<file path="src/sv/glyph_alpha_blend_pixel_defines.svh">
// Assertion macros shared by the glyph blend RTL.
// No dependencies; define NO_ASSERTIONS to compile them out.
`ifndef GLYPH_ALPHA_BLEND_PIXEL_DEFINES_SVH
`define GLYPH_ALPHA_BLEND_PIXEL_DEFINES_SVH
`ifndef NO_ASSERTIONS
`define GABP_ASSERT_SAME(label, clk, rst_n, ante, cons) \
  label: assert property (@(posedge clk) disable iff (!rst_n) (ante) |-> (cons)) \
    else $error("same-cycle check failed");
`define GABP_ASSERT_NEXT(label, clk, rst_n, ante, cons) \
  label: assert property (@(posedge clk) disable iff (!rst_n) (ante) |=> (cons)) \
    else $error("next-cycle check failed");
`else
`define GABP_ASSERT_SAME(label, clk, rst_n, ante, cons)
`define GABP_ASSERT_NEXT(label, clk, rst_n, ante, cons)
`endif
`endif

</file>
<file path="src/sv/gabp_pkg.sv">
// Shared types, register map and arithmetic helpers for the glyph blend block.
// No dependencies.
package gabp_pkg;

  localparam int unsigned CFG_ADDR_W = 5;
  localparam int unsigned CFG_DATA_W = 32;
  localparam int unsigned CLIP_W     = 15;
  localparam int unsigned POS_W      = 16;
  localparam int unsigned PIXEL_W    = 32;
  localparam int unsigned COV_W      = 8;
  localparam int unsigned LANES      = 4;

  localparam logic [7:0]  CHAN_MAX   = 8'hFF;
  localparam logic [14:0] CLIP_MAX   = 15'd32767;

  typedef enum logic [2:0] {
    REG_TEXT_COLOR  = 3'd0,
    REG_PIXEL_BYTES = 3'd1,
    REG_CLIP_LEFT   = 3'd2,
    REG_CLIP_TOP    = 3'd3,
    REG_CLIP_RIGHT  = 3'd4,
    REG_CLIP_BOTTOM = 3'd5
  } cfg_reg_t;

  typedef enum logic [2:0] {
    FMT_RGB565 = 3'd2,
    FMT_RGB888 = 3'd3,
    FMT_RGBA   = 3'd4
  } pix_fmt_t;

  localparam logic [2:0] FMT_RESET = 3'd4;

  // floor(x / 255), exact for x < 65280 (results up to 255)
  function automatic logic [7:0] div255(input logic [15:0] x);
    logic [16:0] t;
    t = {1'b0, x} + 17'd1 + {9'd0, x[15:8]};
    return t[15:8];
  endfunction

  // floor((d*(255-a) + a*c) / 255)
  function automatic logic [7:0] mix(input logic [7:0] d, input logic [7:0] c,
                                     input logic [7:0] a);
    logic [15:0] pd;
    logic [15:0] pc;
    pd = d * (CHAN_MAX - a);
    pc = a * c;
    return div255(pd + pc);
  endfunction

endpackage

</file>
<file path="src/sv/glyph_alpha_blend_pixel.sv">
// Glyph coverage blend over a destination pixel stream, with clip test.
// Depends on gabp_pkg and glyph_alpha_blend_pixel_defines.svh.
//
//  channel  dir  handshake               payload
//  in_      in   in_tvalid/in_tready     tdata: coverage, dest_pixel, pos_x, pos_y
//  out_     out  out_tvalid/out_tready   tdata: new_pixel; tuser: write_enable
//  cfg      in   psel/penable/pready     six registers at 4*i, read as 32-bit words
//
// One beat per clock while out_tready is high; input register, then result register.
// Blend path: one 8x8 multiply pair and a divide-by-255 add per lane, four lanes.
// Reset clears the valid flags and loads the register defaults.
// A stalled result holds in the result register; the input register still
// refills when the result register drains in the same cycle.
`include "glyph_alpha_blend_pixel_defines.svh"
module glyph_alpha_blend_pixel
  import gabp_pkg::*;
(
  input  logic                  clk,
  input  logic                  rst_n,
  input  logic                  in_tvalid,
  output logic                  in_tready,
  input  logic [71:0]           in_tdata,   // coverage[7:0], dest_pixel[39:8], pos_x[55:40], pos_y[71:56]
  output logic                  out_tvalid,
  input  logic                  out_tready,
  output logic [PIXEL_W-1:0]    out_tdata,  // new_pixel[31:0]
  output logic                  out_tuser,  // write_enable[0]
  input  logic                  psel,
  input  logic                  penable,
  input  logic                  pwrite,
  input  logic [CFG_ADDR_W-1:0] paddr,
  input  logic [CFG_DATA_W-1:0] pwdata,
  output logic [CFG_DATA_W-1:0] prdata,
  output logic                  pready
);

  logic [31:0]       text_color_r;
  logic [2:0]        pixel_bytes_r;
  logic [CLIP_W-1:0] clip_left_r;
  logic [CLIP_W-1:0] clip_top_r;
  logic [CLIP_W-1:0] clip_right_r;
  logic [CLIP_W-1:0] clip_bottom_r;

  logic              cfg_wr;
  cfg_reg_t          cfg_sel;

  logic              s1_valid_r;
  logic [COV_W-1:0]  cov_r;
  logic [PIXEL_W-1:0] dest_r;
  logic [POS_W-1:0]  pos_x_r;
  logic [POS_W-1:0]  pos_y_r;

  logic              out_valid_r;
  logic [PIXEL_W-1:0] out_pixel_r;
  logic              out_we_r;

  logic              advance;
  logic              in_fire;
  logic              in_clip;
  logic [7:0]        lane_d [LANES];
  logic [7:0]        lane_c [LANES];
  logic [7:0]        lane_q [LANES];
  logic [PIXEL_W-1:0] out_pixel_nxt;
  logic              out_we_nxt;

  // configuration port
  assign pready  = 1'b1;
  assign cfg_sel = cfg_reg_t'(paddr[4:2]);
  assign cfg_wr  = psel && penable && pwrite;

  always_ff @(posedge clk) begin
    if (!rst_n) begin
      text_color_r  <= '0;
      pixel_bytes_r <= FMT_RESET;
      clip_left_r   <= '0;
      clip_top_r    <= '0;
      clip_right_r  <= CLIP_MAX;
      clip_bottom_r <= CLIP_MAX;
    end else if (cfg_wr) begin
      case (cfg_sel)
        REG_TEXT_COLOR:  text_color_r  <= pwdata;
        REG_PIXEL_BYTES: pixel_bytes_r <= pwdata[2:0];
        REG_CLIP_LEFT:   clip_left_r   <= pwdata[CLIP_W-1:0];
        REG_CLIP_TOP:    clip_top_r    <= pwdata[CLIP_W-1:0];
        REG_CLIP_RIGHT:  clip_right_r  <= pwdata[CLIP_W-1:0];
        REG_CLIP_BOTTOM: clip_bottom_r <= pwdata[CLIP_W-1:0];
        default: ;
      endcase
    end
  end

  always_comb begin
    case (cfg_sel)
      REG_TEXT_COLOR:  prdata = text_color_r;
      REG_PIXEL_BYTES: prdata = {29'd0, pixel_bytes_r};
      REG_CLIP_LEFT:   prdata = {17'd0, clip_left_r};
      REG_CLIP_TOP:    prdata = {17'd0, clip_top_r};
      REG_CLIP_RIGHT:  prdata = {17'd0, clip_right_r};
      REG_CLIP_BOTTOM: prdata = {17'd0, clip_bottom_r};
      default:         prdata = '0;
    endcase
  end

  // pipeline control
  assign advance   = !out_valid_r || out_tready;
  assign in_tready = !s1_valid_r || advance;
  assign in_fire   = in_tvalid && in_tready;

  always_ff @(posedge clk) begin
    if (!rst_n) begin
      s1_valid_r <= 1'b0;
    end else if (in_tready) begin
      s1_valid_r <= in_tvalid;
    end
  end

  always_ff @(posedge clk) begin
    if (in_fire) begin
      cov_r   <= in_tdata[7:0];
      dest_r  <= in_tdata[39:8];
      pos_x_r <= in_tdata[55:40];
      pos_y_r <= in_tdata[71:56];
    end
  end

  // clip test: negative coordinates are always outside
  assign in_clip = !pos_x_r[POS_W-1] && !pos_y_r[POS_W-1]
                && (pos_x_r[CLIP_W-1:0] >= clip_left_r)
                && (pos_x_r[CLIP_W-1:0] <  clip_right_r)
                && (pos_y_r[CLIP_W-1:0] >= clip_top_r)
                && (pos_y_r[CLIP_W-1:0] <  clip_bottom_r);

  // steer channels onto the four blend lanes
  always_comb begin
    for (int k = 0; k < LANES; k++) begin
      lane_d[k] = dest_r[8*k +: 8];
      lane_c[k] = text_color_r[8*k +: 8];
    end
    case (pix_fmt_t'(pixel_bytes_r))
      FMT_RGB565: begin
        lane_d[0] = {3'd0, dest_r[4:0]};
        lane_c[0] = {3'd0, text_color_r[4:0]};
        lane_d[1] = {2'd0, dest_r[10:5]};
        lane_c[1] = {2'd0, text_color_r[10:5]};
        lane_d[2] = {3'd0, dest_r[15:11]};
        lane_c[2] = {3'd0, text_color_r[15:11]};
      end
      FMT_RGB888: begin
        lane_c[0] = text_color_r[23:16];
        lane_c[2] = text_color_r[7:0];
      end
      default: ;
    endcase
    for (int k = 0; k < LANES; k++) begin
      lane_q[k] = mix(lane_d[k], lane_c[k], cov_r);
    end
  end

  always_comb begin
    out_pixel_nxt = dest_r;
    out_we_nxt    = 1'b0;
    if (in_clip && (cov_r != '0)) begin
      case (pix_fmt_t'(pixel_bytes_r))
        FMT_RGB565: begin
          out_pixel_nxt = {dest_r[31:16], lane_q[2][4:0], lane_q[1][5:0], lane_q[0][4:0]};
          out_we_nxt    = 1'b1;
        end
        FMT_RGB888: begin
          out_pixel_nxt = {dest_r[31:24], lane_q[2], lane_q[1], lane_q[0]};
          out_we_nxt    = 1'b1;
        end
        FMT_RGBA: begin
          out_pixel_nxt = {lane_q[3], lane_q[2], lane_q[1], lane_q[0]};
          out_we_nxt    = 1'b1;
        end
        default: ;
      endcase
    end
  end

  // result register
  always_ff @(posedge clk) begin
    if (!rst_n) begin
      out_valid_r <= 1'b0;
    end else if (advance) begin
      out_valid_r <= s1_valid_r;
    end
  end

  always_ff @(posedge clk) begin
    if (advance && s1_valid_r) begin
      out_pixel_r <= out_pixel_nxt;
      out_we_r    <= out_we_nxt;
    end
  end

  assign out_tvalid = out_valid_r;
  assign out_tdata  = out_pixel_r;
  assign out_tuser  = out_we_r;

  `GABP_ASSERT_NEXT(a_in_to_s1, clk, rst_n, in_fire, s1_valid_r)
  `GABP_ASSERT_NEXT(a_s1_to_out, clk, rst_n, s1_valid_r && advance, out_valid_r)
  `GABP_ASSERT_NEXT(a_drain, clk, rst_n, out_valid_r && out_tready && !s1_valid_r, !out_valid_r)
  `GABP_ASSERT_NEXT(a_zero_cov, clk, rst_n, s1_valid_r && advance && (cov_r == '0), !out_tuser)
  `GABP_ASSERT_SAME(a_ready, clk, rst_n, !s1_valid_r, in_tready)

endmodule
</file>
<file path="config.mk">
export PLATFORM = sky130hd
export DESIGN_NAME = glyph_alpha_blend_pixel
export DESIGN_NICKNAME = d
export VERILOG_FILES = /design/src/sv/gabp_pkg.sv /design/src/sv/glyph_alpha_blend_pixel.sv
export VERILOG_INCLUDE_DIRS = /design/src /design/src/sv
export SDC_FILE = /design/constraint.sdc
export NUM_CORES = 2
export LEC_CHECK = 0
export ABC_AREA = 1
export BUFFER_PORTS_ARGS = -buffer_cell sky130_fd_sc_hd__buf_2
export CAP_MARGIN = 30
export CELL_PAD_IN_SITES_DETAIL_PLACEMENT = 0
export CELL_PAD_IN_SITES_GLOBAL_PLACEMENT = 1
export CORE_ASPECT_RATIO = 1.2
export CORE_UTILIZATION = 52
export DETAILED_ROUTE_END_ITERATION = 8
export PLACE_DENSITY_LB_ADDON = 0.1
export SLEW_MARGIN = 20
export SYNTH_ARGS = -nofsm -noshare
export SYNTH_HDL_FRONTEND = slang
export SYNTH_SLANG_ARGS = --single-unit
</file>
<file path="constraint.sdc">
create_clock -name clk -period 19.9 [get_ports clk]
set_input_delay 3.98 -clock clk [delete_from_list [all_inputs] [get_ports clk]]
set_output_delay 3.98 -clock clk [all_outputs]
set_load 0.02 [all_outputs]
</file>
# [Word level (Yosys, flattened, before mapping)]
# Index checks and enable logic that the tools add are counted.
[classes] addsub=13 mul=8 order_cmp=4 n_eq_ne=8 muxes=8 reduce_logical=25
[ops] cell="32-bit one-hot mux with 6 select lines" count=1
[ops] cell="32-bit one-hot mux with 3 select lines" count=1
[ops] cell="16-bit by 1-bit adder with 16-bit output (second input constant)" count=4
[ops] cell="16-bit adder" count=4
[ops] cell="16-bit by 8-bit adder with 16-bit output" count=4
[ops] cell="8-bit by 8-bit multiplier with 16-bit output" count=4
[ops] cell="8-bit by 16-bit multiplier with 16-bit output" count=3
[ops] cell="32-bit two-way mux" count=1
[ops] cell="8-bit one-hot mux with 2 select lines" count=2
[ops] cell="15-bit greater-or-equal comparator" count=2
[ops] cell="15-bit < comparator" count=2
[ops] cell="24-bit two-way mux" count=1
[ops] cell="9-bit by 9-bit multiplier with 16-bit output" count=1
[ops] cell="3-bit by 2-bit == test with 1-bit output (second input constant)" count=4
[ops] cell="2-bit AND reduction" count=6
[ops] cell="1-bit logical AND" count=10
[ops] cell="3-bit == test (second input constant)" count=3
[ops] cell="8-bit by 8-bit subtractor with 9-bit output (first input constant)" count=1
[ops] cell="8-bit two-way mux" count=1
[ops] cell="8-bit nonzero test" count=1
[ops] cell="1-bit logical NOT" count=4
[ops] cell="3-bit by 1-bit == test with 1-bit output (second input constant)" count=1
[ops] cell="3-bit logical NOT" count=1
[ops] cell="3-bit OR reduction" count=1
[ops] cell="2 further kinds" count=3
[word_totals] reg_bits=202 out_inout_bits=68

# [Longest topological paths before layout]
[depth] word_depth=8 depth_mapped=44

# [Worst setup path before layout]
# No wires, ideal clock.
[synth_timing] path_type="input-to-output" start="in paddr[4]" end="out prdata[10]" arrival_ps=5182 required_ps=15920 slack_ps=10738 stages=5 n_path_buf=1 cell_sequence="inv_1 nor3_1 inv_1 clkbuf_1 o221ai_1"
[synth_via] elab_chain_cells=2 word_cells_on_any_way=7 classes_between="eq/ne: 5; mux: 1; reduce/logical: 1"
[synth_rtl] item="start, declared" line="glyph_alpha_blend_pixel.sv:30" rtl="input logic [CFG_ADDR_W-1:0] paddr,"
[synth_rtl] item="3-bit == test (tied with other cells)" line="glyph_alpha_blend_pixel.sv:92" rtl="case (cfg_sel)"
[synth_rtl] item="32-bit one-hot mux with 6 select lines (*)" line="glyph_alpha_blend_pixel.sv:92"
[synth_rtl] item="end, declared" line="glyph_alpha_blend_pixel.sv:32" rtl="output logic [CFG_DATA_W-1:0] prdata,"
# Mark *: on every way between the ends. The rest lies on a longest branch, timed or not.

# [Worst setup path after layout]
[layout_timing] start="in paddr[4]" end="out prdata[2]"
# The elaborated chain is that of the path after synthesis.

==> metrics.cfg <==
[yosys]
syn-num-nets = 4467
yosys_most_used_dff = edfxtp_1
syn_area_per_cell_um2 = 7.92
synthesis.area_um2 = 28700
synth_edf_count = 105
async_reset_ff_share_pct = 0
synth_top_area_share_pct = 26.7
synth-seq-cells = 202
synth.distinct_cells = 55
synth_top_area_cell = fa_1
yosysSeqAreaShare_pct = 17.7
syn_inst = 3629
synthTopCellsByArea = fa_1 27%, ha_1 15%, inv_1 12%
yosysWarnings = 0

[clock_network]
clk_latency_ps = 570
ctsHoldBuffers = 0
numClockSinks = 202
clkTransAtPathRegs_ps = 60
cts.repair.resized = 0
cts-htree-levels = 1
postCtsSetupRepairBufs = 0
cts_root_buffer = clkbuf_16
cts_tree = yes
cts_buffers = 24
cts_buffer_depth = 3

[timing]
final-hold-violation-count = 0
post-route-period-util_pct = 48.3
drv_slew = 0
setup_violations = 0
rsz0062_at_grt = false
fin_crit_ps = 9620
setup_tns_ps = 0
finalClockSkew_ps = 17.1
max_freq_ghz = 0.104
worstMarginPinSlew_ps = 990
slew-limit-headroom_pct = 33.6

[worst_setup_path]
cp-start-kind = primary input
cp_data_required_time_ps = 15920
critPathMaxFanout = 14
critPathKind = primary input to output pin
cp.arrival_ps = 5640
reg2reg_from = pixel_bytes_r[1]$_SDFFE_PN0P_
startpoint = paddr[4]
critPathCaptureType = output pin

[die]
rows = 94
dieArea_um2 = 56200
io_pins = 184
core_area_um2 = 54700
die_h_um = 260
die_w_um = 217
initial_core_util_pct = 52.5

[final_layout]
drive_gt1_share_pct = 8.73
area_growth_pct = 8.67
nFillCells = 5145
final_nets = 4599
postLayoutCoreUtil_pct = 57.1
n_antenna_cell = 0
final_common_cell = inv_1
most-common-layout-cells = 888 x inv_1, 654 x nand2_1, 383 x fa_1, 340 x nor2_1, 339 x ha_1

[place]
routabilityCongestion = 0.917
portBuffers = 180
dp.final_hpwl_mm = 62.8

[worst_hold_path]
hp-start = clip_top_r[13]$_SDFFE_PN0P_
hold_class = flip-flop to flip-flop

[status]
status = completed

[route]
routed.top_layer = met4
route.detailed.drc = 0
wl_met2_mm = 38.3
viasPerCell = 5.26
drt_first_pass_iters = 6
wl_mm = 78.0
drt-initial-drc-count = 1281
drt-wirelength-per-cell_um = 17.3
vias = 23645
wl_met1_mm = 33.2
route.met3.wl_mm = 4.04
ant_nets = 0

[power]
power_frac_comb_pct = 72.2
seq_power_share_pct = 14.1
p_per_area_nw_per_um2 = 108
intPower_uw = 1560
p_switching_uw = 1800
power_switching_share_pct = 53.6
leakage_uw = 0.0168
ir_drop_uv = 137
pwr-share-clk_pct = 13.7

[grt]
grt_max_degree = 83
grt_pass1_vias = 24186
grt_first_pass_wirelength_mm = 126
grt-ovfl-total = 0
grt_antenna_before_repair = 0
grtUsageTotal_pct = 28.4

[flow_run]
maxCapViolations = 0

## stage by stage
step	setup slack [ps]	cell area, um2	total power, uW	hold slack (ps)	instances
after floorplan	10740	28700	2310	450	3629
after global placement	10360	30400	2840	476	4453
after detailed placement	10310	30400	2880	485	4454
after CTS	10300	31200	3360	495	4498
after global routing	10170	31200	3730	507	4499
final	10280	31200	3360	497	4499
## Yosys cell counts, drive strengths merged (3+ instances only)
| cell type | number |
|---|---|
| a21oi | 173 |
| a221oi | 3 |
| a22oi | 5 |
| a31oi | 6 |
| buf | 21 |
| clkbuf | 91 |
| clkinv | 3 |
| dfxtp | 97 |
| edfxtp | 105 |
| fa | 383 |
| ha | 339 |
| inv | 899 |
| nand2 | 666 |
| nand3 | 133 |
| nand3b | 11 |
| nand4 | 30 |
| nor2 | 347 |
| nor3 | 16 |
| nor4 | 4 |
| o211ai | 22 |
| o21a | 6 |
| o21ai | 144 |
| o21bai | 8 |
| o221ai | 15 |
| o22ai | 21 |
| or2 | 18 |
| xnor2 | 16 |
| xor2 | 33 |
## power by group through the flow
stage          sequential [uW]  clock, uW  combinational (uW)
2_1_floorplan              485          0                1830
3_3_place_gp               482          0                2350
3_5_place_dp               482          0                2400
4_1_cts                    474        469                2420
5_1_grt                    475        480                2780
6_report                   474        461                2420
## worst max-delay path, cell delays in order
cell and delay, ps:
buf_2 140, nor3_1 430, inv_1 380, o22ai_1 270, a221oi_1 90, o221ai_1 120, buf_2 230
## area by class of cell
class	instances	area, um2	share of cell area [%]
repair buffers	218	1210	3.86
inverters	902	3390	10.8
flip-flops and latches	202	5090	16.3
clock buffers	26	608	1.95
well taps	720	901	2.88
clock inverters	18	206	0.661
multi-input cells	2413	19800	63.5
## final timing paths
kind                                 endpoint  slack (ps)  cells past startpoint
setup reg to reg      out_tdata[14]$_DFFE_PP_       11210                     43
hold reg to reg   clip_top_r[13]$_SDFFE_PN0P_         500                      2
setup / recovery                    prdata[2]       10280                      7
hold / removal    clip_top_r[13]$_SDFFE_PN0P_         500                      2
## routing by layer
| metal | vias to the layer above | global-route usage (%) |
|---|---|---|
| met4 | 0 | 8.55 |
| met3 | 150 | 2.58 |
| met1 | 11411 | 36.8 |
| met5 | - | 0 |
| li1 | 11390 | - |
| met2 | 694 | 50.0 |
## logic make-up after synthesis
family / synth area share (%)
and+or+nand+nor: 17.7
buffers and inverters: 13.3
adders and majority gates: 41.4
AOI/OAI and AO/OA: 8.16
DFF: 17.7
xor gates and xnor gates: 1.57
other: 0.0261
## flip-flops by register name, summed over array words and instances, names as in the netlist, 3 cells and up
| signal | cells |
|---|---|
| clip_bottom_r | 15 |
| clip_left_r | 15 |
| clip_right_r | 15 |
| clip_top_r | 15 |
| cov_r | 8 |
| dest_r | 32 |
| out_tdata | 32 |
| pixel_bytes_r | 3 |
| pos_x_r | 16 |
| pos_y_r | 16 |
| text_color_r | 32 |
Power figures use the tool's default switching activity.
